`config.mk`:
```
export PLATFORM = sky130hd
export DESIGN_NAME = radix_digit_alu_core
export DESIGN_NICKNAME = d
export VERILOG_FILES = /design/src/hw/rtl/rda_pkg.sv /design/src/hw/rtl/rda_ctrl.sv /design/src/hw/rtl/rda_dp.sv /design/src/hw/rtl/radix_digit_alu_core.sv
export SDC_FILE = /design/constraint.sdc
export NUM_CORES = 1
export LEC_CHECK = 0
export BUFFER_PORTS_ARGS = -buffer_cell sky130_fd_sc_hd__buf_4
export CORE_MARGIN = 2
export CORE_UTILIZATION = 50
export CTS_BUF_LIST = sky130_fd_sc_hd__clkbuf_4 sky130_fd_sc_hd__clkbuf_8
export DETAILED_ROUTE_END_ITERATION = 16
export GPL_TIMING_DRIVEN = 0
export PLACE_DENSITY = 0.68
export SYNTH_ARGS = -nofsm -noshare
export SYNTH_HDL_FRONTEND = slang
export SYNTH_SLANG_ARGS = --single-unit
```
`constraint.sdc`:
```
create_clock -name clk -period 13.04 [get_ports clk]
set_input_delay 2.608 -clock clk [delete_from_list [all_inputs] [get_ports clk]]
set_output_delay 2.608 -clock clk [all_outputs]
set_load 0.05 [all_outputs]
```
`src/hw/rtl/rda_pkg.sv`:
```
// Shared types and codes for the base-N digit ALU.
// Used by rda_ctrl, rda_dp and radix_digit_alu_core; depends on nothing.
package rda_pkg;

  typedef enum logic [1:0] {
    OP_ADD = 2'd0,
    OP_SUB = 2'd1,
    OP_MUL = 2'd2,
    OP_DIV = 2'd3
  } op_t;

  typedef struct packed {
    logic [1:0] req_type;
    logic [6:0] operand_a;
    logic [6:0] operand_b;
    logic [6:0] operand_high;
    logic       clear_carry;
  } req_t;

  typedef struct packed {
    logic [6:0] digit_result;
    logic [6:0] digit_extra;
    logic       carry_out;
    logic       error;
  } rsp_t;

  typedef struct packed {
    logic load;
    logic prep;
    logic step;
    logic rerun;
    logic commit;
  } cmd_t;

  typedef struct packed {
    logic div_done;
    logic more;
  } sts_t;

endpackage

```
`src/hw/rtl/rda_ctrl.sv`:
```
// Sequencer for the digit ALU: accepts a beat, runs the datapath passes,
// and owns the result valid flag. Depends on rda_pkg.
module rda_ctrl (
  input  logic           clk,
  input  logic           rst,
  input  logic           req_valid,
  output logic           req_stall,
  output logic           rsp_valid,
  input  logic           rsp_stall,
  output rda_pkg::cmd_t  cmd,
  input  rda_pkg::sts_t  sts
);

  typedef enum logic [1:0] {
    ST_IDLE,
    ST_PREP,
    ST_DIV,
    ST_FIN
  } state_t;

  state_t state;
  state_t state_next;

  assign req_stall = (state != ST_IDLE);

  always_comb begin
    cmd        = '0;
    cmd.load   = (state == ST_IDLE) && req_valid;
    cmd.prep   = (state == ST_PREP);
    cmd.step   = (state == ST_DIV);
    cmd.rerun  = (state == ST_FIN) && sts.more;
    cmd.commit = (state == ST_FIN) && !sts.more && (!rsp_valid || !rsp_stall);
  end

  always_comb begin
    state_next = state;
    case (state)
      ST_IDLE: if (req_valid) state_next = ST_PREP;
      ST_PREP: state_next = ST_DIV;
      ST_DIV:  if (sts.div_done) state_next = ST_FIN;
      ST_FIN: begin
        if (sts.more) begin
          state_next = ST_DIV;
        end else if (cmd.commit) begin
          state_next = ST_IDLE;
        end
      end
      default: state_next = ST_IDLE;
    endcase
  end

  always_ff @(posedge clk) begin
    if (rst) begin
      state     <= ST_IDLE;
      rsp_valid <= 1'b0;
    end else begin
      state <= state_next;
      if (cmd.commit) begin
        rsp_valid <= 1'b1;
      end else if (!rsp_stall) begin
        rsp_valid <= 1'b0;
      end
    end
  end

endmodule

```
`src/hw/rtl/rda_dp.sv`:
```
// Datapath for the digit ALU: operand latch, carry flag, two-bit-per-cycle
// restoring divider and result register. Depends on rda_pkg.
module rda_dp #(
  parameter int DIGIT_BASE = 100
) (
  input  logic          clk,
  input  logic          rst,
  input  rda_pkg::req_t req,
  input  rda_pkg::cmd_t cmd,
  output rda_pkg::sts_t sts,
  output rda_pkg::rsp_t rsp
);

  localparam int BASE_W = $clog2(DIGIT_BASE + 1);
  localparam int DEN_W  = (BASE_W > 7) ? BASE_W : 7;
  localparam int RAW_W  = (7 + BASE_W > 14) ? 7 + BASE_W : 14;
  localparam int NUM_W  = RAW_W + (RAW_W % 2);
  localparam int STEPS  = NUM_W / 2;
  localparam int CNT_W  = $clog2(STEPS);
  localparam logic [DEN_W-1:0] BASE_D = DEN_W'(DIGIT_BASE);
  localparam logic [NUM_W-1:0] BASE_N = NUM_W'(DIGIT_BASE);
  localparam logic [CNT_W-1:0] CNT_LAST = CNT_W'(STEPS - 1);

  rda_pkg::op_t     op;
  logic [6:0]       opa;
  logic [6:0]       opb;
  logic [6:0]       ophi;
  logic             carry;
  logic             neg;
  logic             pass2;
  logic [6:0]       lo;
  logic [NUM_W-1:0] num;
  logic [DEN_W-1:0] rem;
  logic [DEN_W-1:0] den;
  logic [CNT_W-1:0] cnt;

  logic [8:0]       sum;
  logic [8:0]       diff;
  logic [8:0]       mag;
  logic [NUM_W-1:0] dividend;

  logic [DEN_W:0]   den_x;
  logic [DEN_W:0]   sh1;
  logic [DEN_W:0]   sh2;
  logic             q1;
  logic             q2;
  logic [DEN_W-1:0] r1;
  logic [DEN_W-1:0] r2;

  rda_pkg::rsp_t    rsp_next;
  logic             carry_next;
  logic             bad_div;

  assign sum  = {2'b00, opa} + {2'b00, opb} + {8'd0, carry};
  assign diff = {2'b00, opa} - {2'b00, opb} - {8'd0, carry};
  assign mag  = diff[8] ? (~diff + 9'd1) : diff;

  always_comb begin
    case (op)
      rda_pkg::OP_ADD: dividend = NUM_W'(sum);
      rda_pkg::OP_SUB: dividend = NUM_W'(mag);
      rda_pkg::OP_MUL: dividend = NUM_W'(opa) * NUM_W'(opb);
      rda_pkg::OP_DIV: dividend = NUM_W'(ophi) * BASE_N + NUM_W'(opa);
      default:         dividend = '0;
    endcase
  end

  always_comb begin
    den_x = {1'b0, den};
    sh1   = {rem, num[NUM_W-1]};
    q1    = (sh1 >= den_x);
    r1    = q1 ? DEN_W'(sh1 - den_x) : sh1[DEN_W-1:0];
    sh2   = {r1, num[NUM_W-2]};
    q2    = (sh2 >= den_x);
    r2    = q2 ? DEN_W'(sh2 - den_x) : sh2[DEN_W-1:0];
  end

  assign sts.div_done = cmd.step && (cnt == CNT_LAST);
  assign sts.more     = (op == rda_pkg::OP_MUL) && !pass2;

  always_comb begin
    rsp_next   = '0;
    carry_next = carry;
    bad_div    = (opb == 7'd0) || (num >= BASE_N);
    case (op)
      rda_pkg::OP_ADD: begin
        rsp_next.digit_result = rem[6:0];
        carry_next            = |num;
      end
      rda_pkg::OP_SUB: begin
        if (neg && (rem != '0)) begin
          rsp_next.digit_result = 7'(BASE_D - rem);
        end else begin
          rsp_next.digit_result = rem[6:0];
        end
        carry_next = neg;
      end
      rda_pkg::OP_MUL: begin
        rsp_next.digit_result = lo;
        rsp_next.digit_extra  = rem[6:0];
      end
      rda_pkg::OP_DIV: begin
        if (bad_div) begin
          rsp_next.error = 1'b1;
        end else begin
          rsp_next.digit_result = rem[6:0];
          rsp_next.digit_extra  = num[6:0];
        end
      end
      default: rsp_next = '0;
    endcase
    rsp_next.carry_out = carry_next;
  end

  always_ff @(posedge clk) begin
    if (rst) begin
      carry <= 1'b0;
    end else if (cmd.load && req.clear_carry) begin
      carry <= 1'b0;
    end else if (cmd.commit) begin
      carry <= carry_next;
    end
  end

  always_ff @(posedge clk) begin
    if (cmd.load) begin
      op   <= rda_pkg::op_t'(req.req_type);
      opa  <= req.operand_a;
      opb  <= req.operand_b;
      ophi <= req.operand_high;
    end
    if (cmd.prep) begin
      num   <= dividend;
      den   <= (op == rda_pkg::OP_DIV) ? DEN_W'(opb) : BASE_D;
      rem   <= '0;
      cnt   <= '0;
      pass2 <= 1'b0;
      neg   <= diff[8];
    end else if (cmd.step) begin
      num <= {num[NUM_W-3:0], q1, q2};
      rem <= r2;
      cnt <= cnt + CNT_W'(1);
    end else if (cmd.rerun) begin
      lo    <= rem[6:0];
      rem   <= '0;
      cnt   <= '0;
      pass2 <= 1'b1;
    end
    if (cmd.commit) begin
      rsp <= rsp_next;
    end
  end

endmodule

```
`src/hw/rtl/radix_digit_alu_core.sv`:
```
// Digit ALU, base DIGIT_BASE: add/sub with carry, multiply, two-digit divide.
// One beat in flight: req_stall stays high from acceptance until the result is
// committed, and the commit waits while a pending result is stalled. The
// two-bit-per-cycle restoring divider runs over NUM_W bits (NUM_W = 14 at base 100);
// multiply uses it twice.
// Reset clears the carry flag and the sequencer; no result is pending after it.
module radix_digit_alu_core #(
  parameter int DIGIT_BASE = 100
) (
  input  logic          clk,
  input  logic          rst,
  input  logic          req_valid,
  output logic          req_stall,
  input  rda_pkg::req_t req,
  output logic          rsp_valid,
  input  logic          rsp_stall,
  output rda_pkg::rsp_t rsp
);

  rda_pkg::cmd_t cmd;
  rda_pkg::sts_t sts;

  rda_ctrl u_ctrl (
    .clk       (clk),
    .rst       (rst),
    .req_valid (req_valid),
    .req_stall (req_stall),
    .rsp_valid (rsp_valid),
    .rsp_stall (rsp_stall),
    .cmd       (cmd),
    .sts       (sts)
  );

  rda_dp #(
    .DIGIT_BASE (DIGIT_BASE)
  ) u_dp (
    .clk (clk),
    .rst (rst),
    .req (req),
    .cmd (cmd),
    .sts (sts),
    .rsp (rsp)
  );

  a_no_overwrite: assert property (@(posedge clk) disable iff (rst)
    cmd.commit |-> !(rsp_valid && rsp_stall))
    else $error("result register overwritten while stalled");

  a_busy_after_accept: assert property (@(posedge clk) disable iff (rst)
    (req_valid && !req_stall) |=> req_stall)
    else $error("second beat accepted while busy");

  a_idle_quiet: assert property (@(posedge clk) disable iff (rst)
    !req_stall |-> !(cmd.prep || cmd.step || cmd.rerun || cmd.commit))
    else $error("datapath command issued while idle");

endmodule

```
==> metrics.csv <==
metric;value;unit
outcome;complete, no violations;
initial DRC count;326;
Setup CP Type;flop to flop;
Cells after DPL;986;
commonest register cell after synthesis;edfxtp_1;
DR vias/cell;5.743;
Crit path arrival time;5700;ps
number of synthesized flops with an enable pin;68;
Final Cell Area;8330;um^2
routed via count;5754;
dpl hpwl;14050;um
CTS H-tree lvls;3;
# IOs;46;
Slew @ Worst Pin;1125;ps
worst hold path class;flop to flop;
vias in the first global route;5909;
WL final;17380;um
DR DRC count;0;
Post-CTS Setup Inserts;0;
post-synthesis average cell area;9.980;um^2
CP Launch Type;flop;
final antenna-violating net count;0;
skew final;13.94;ps
Initial Util;0.5159;
CTS sink count;83;
M1 WL;7394;um
width of the die;126.9;um
met3 wire len;688;um
post-place instance area;8127;um^2
highest routed layer;met4;
Gate Count Post-Synth;757;
Hold Buf Count CTS;0;
CTS root buffer;clkbuf_8;
Power Density;282.3;nW/um^2
Final nets;975;
Yosys warning count;0;
CTS tree;built;
Worst Path Max Fanout;10;
setup TNS;0;ps
Cell Rows;44;
DRT Pass-1 Iters;4;
relative slew slack;0.2497;
VDD IR-drop max;0.0001582;V
clk buf depth;2;
TritonCTS Buffers;9;
Post-Syn Area;7555;um^2
Final Hold Viols;0;
Async SR Flop Fraction;0;
largest net degree at the start of global routing;25;
initial antenna violation count;0;
Core Area;14640;um^2
max-slew violations;0;
Finish-stage setup viols;0;
RD Place Congestion;0.9386;
Clk Latency, worst-skew pair;380;ps
CP required;13320;ps
wire per inst;17.35;um
Overflow after GRT;0;
syn nets;919;
r2r setup slk;7620;ps
post-route clock period utilization;0.4156;
# port buffers;45;
share of cells above drive strength 1;0.1039;
RSZ-0062 raised after global routing;false;
post-synthesis sequential area ratio;0.3100;
Synth Register Bits;83;
met2 WL;8795;um
post-cts sizing count;0;
Worst-path clk slew;90;ps
Die H;126.9;um
Leak;3.726;nW
antenna cells;0;
maxcap violations;0;
shortest period the worst path allows;5419;ps
maximum clock rate;184.5;MHz
Worst Setup End Kind;flop;
synth unique cells;68;
first-pass GRT wire length;28970;um
gr usage total;0.2282;
Final Non-Filler Cells;1002;
area delta synth->final;10.27;%
Die ar.;16110;um^2
-- logic make-up (layout without fill, tap and decap cells) --
logic type,after synthesis,count (layout),synth area share
AO/OA/AOI/OAI,160,160,0.1414
XOR/XNOR,62,62,0.07287
adder cells (fa/ha/maj),134,134,0.2527
buffers and inverters,88,149,0.04505
flip-flops,83,83,0.3100
multiplexers,21,21,0.03776
AND/OR/NAND/NOR,209,209,0.1401
-- Yosys cell counts, types with 3 or more instances --
cell	instances	share of area
a21o_1	16	0.016
o21ai_0	24	0.016
nand3_1	10	0.0066
clkbuf_1	16	0.0079
mux2i_1	12	0.016
xor2_1	22	0.026
edfxtp_1	68	0.27
fa_1	31	0.082
nor2_1	46	0.023
dfxtp_1	15	0.040
a22o_1	7	0.0081
o31a_1	3	0.0035
nor2_2	3	0.0025
xnor2_1	39	0.045
nand2b_1	7	0.0058
mux4_2	5	0.015
ha_1	103	0.17
inv_1	66	0.033
or3_1	4	0.0033
a22oi_1	4	0.0040
nand2_1	51	0.025
nor3_1	16	0.011
nor3b_1	3	0.0030
o31ai_1	4	0.0040
and2_1	33	0.027
a21oi_1	43	0.028
o2bb2ai_1	3	0.0035
nor4_1	3	0.0025
nor2b_1	15	0.012
and3_1	4	0.0033
o21ai_1	15	0.0099
o21bai_1	9	0.0089
o311ai_1	3	0.0035
nand3b_1	3	0.0030
a31oi_1	6	0.0050
o211ai_1	4	0.0040
-- state kept, by name, summed over array words and instances (netlist names), 2 cells and up --
signal / flops
u_ctrl.state: 2
u_dp.cnt: 3
u_dp.den: 7
u_dp.lo: 7
u_dp.num: 14
u_dp.op: 2
u_dp.opa: 7
u_dp.opb: 7
u_dp.ophi: 7
u_dp.rem: 7
u_dp.rsp: 16
-- area by class of cell --
type                       count  area, um^2
multi-input combinational    586        4876
timing repair buffer          45       337.8
sequential                    83        2342
buffer                        20       85.08
clock inverter                 6       72.57
fill                        1297        6314
clock buffer                  10       131.4
tap                          184       230.2
inverter                      68       255.2
-- worst paths after layout --
check                    start     endpoint  cells after the start
setup / recovery  u_dp.num[13]  u_dp.rem[1]                     21
hold / removal     u_dp.rem[3]   u_dp.lo[3]                      0
setup reg to reg  u_dp.num[13]  u_dp.rem[1]                     21
hold reg to reg    u_dp.rem[3]   u_dp.lo[3]                      0
-- critical path: stages, from the launching register on --
cell and delay, ps:
edfxtp_1 420, inv_1 80, ha_1 130, inv_1 60, fa_1 410, a21o_1 210, a21oi_1 250, o21bai_1 100
a21o_1 210, a21oi_1 300, clkbuf_1 440, nor2_1 100, a21oi_1 190, ha_1 300, o21ai_1 100, nand2b_1 120
a41o_1 240, a21o_1 190, a21o_1 180, a221oi_2 850, mux2i_1 230, a22o_1 220
-- metrics by stage --
| step | setup slack, ps | util | hold WS (ps) | power (W) |
|---|---|---|---|---|
| 6_report | 7621 | 0.5689 | 488.3 | 0.002351 |
| 5_1_grt | 7275 | 0.5689 | 509.0 | 0.002583 |
| 4_1_cts | 7577 | 0.5689 | 492.9 | 0.002359 |
| 3_5_place_dp | 7611 | 0.5549 | 470.4 | 0.002144 |
| 3_3_place_gp | 7738 | 0.5547 | 460.9 | 0.002092 |
| 2_1_floorplan | 8538 | - | 432.3 | 0.001757 |
-- report_power, final --
group | switching, W | internal, W | total (W) | leakage [nW]
combinational | 0.000955 | 0.000719 | 0.00167 | 2.86
clock | 0.000106 | 0.0000934 | 0.000200 | 0.107
sequential | 0.0000808 | 0.000396 | 0.000477 | 0.762
total | 0.00114 | 0.00121 | 0.00235 | 3.73
-- layer usage --
metal / vias up / global-route usage
met4: 0 / 0.08791
met5: - / 0
met1: 2753 / 0.2762
li1: 2804 / -
met2: 160 / 0.4105
met3: 37 / 0.03290
-- layout by cell type, fill, tap and decap left out, types with 9 or more instances in the layout --
cell type / synthesis / final
xnor2_1: 39 / 39
dfxtp_1: 15 / 15
edfxtp_1: 68 / 68
o21ai_0: 24 / 24
buf_4: 0 / 45
inv_1: 66 / 66
clkbuf_1: 16 / 16
mux2i_1: 12 / 12
a21o_1: 16 / 16
a21oi_1: 43 / 42
nor2b_1: 15 / 15
clkbuf_8: 0 / 9
nand3_1: 10 / 10
ha_1: 103 / 103
nand2_1: 51 / 51
xor2_1: 22 / 22
nor2_1: 46 / 46
and2_1: 33 / 33
fa_1: 31 / 31
o21ai_1: 15 / 15
o21bai_1: 9 / 9
nor3_1: 16 / 16
Power figures use the tool's default switching activity.
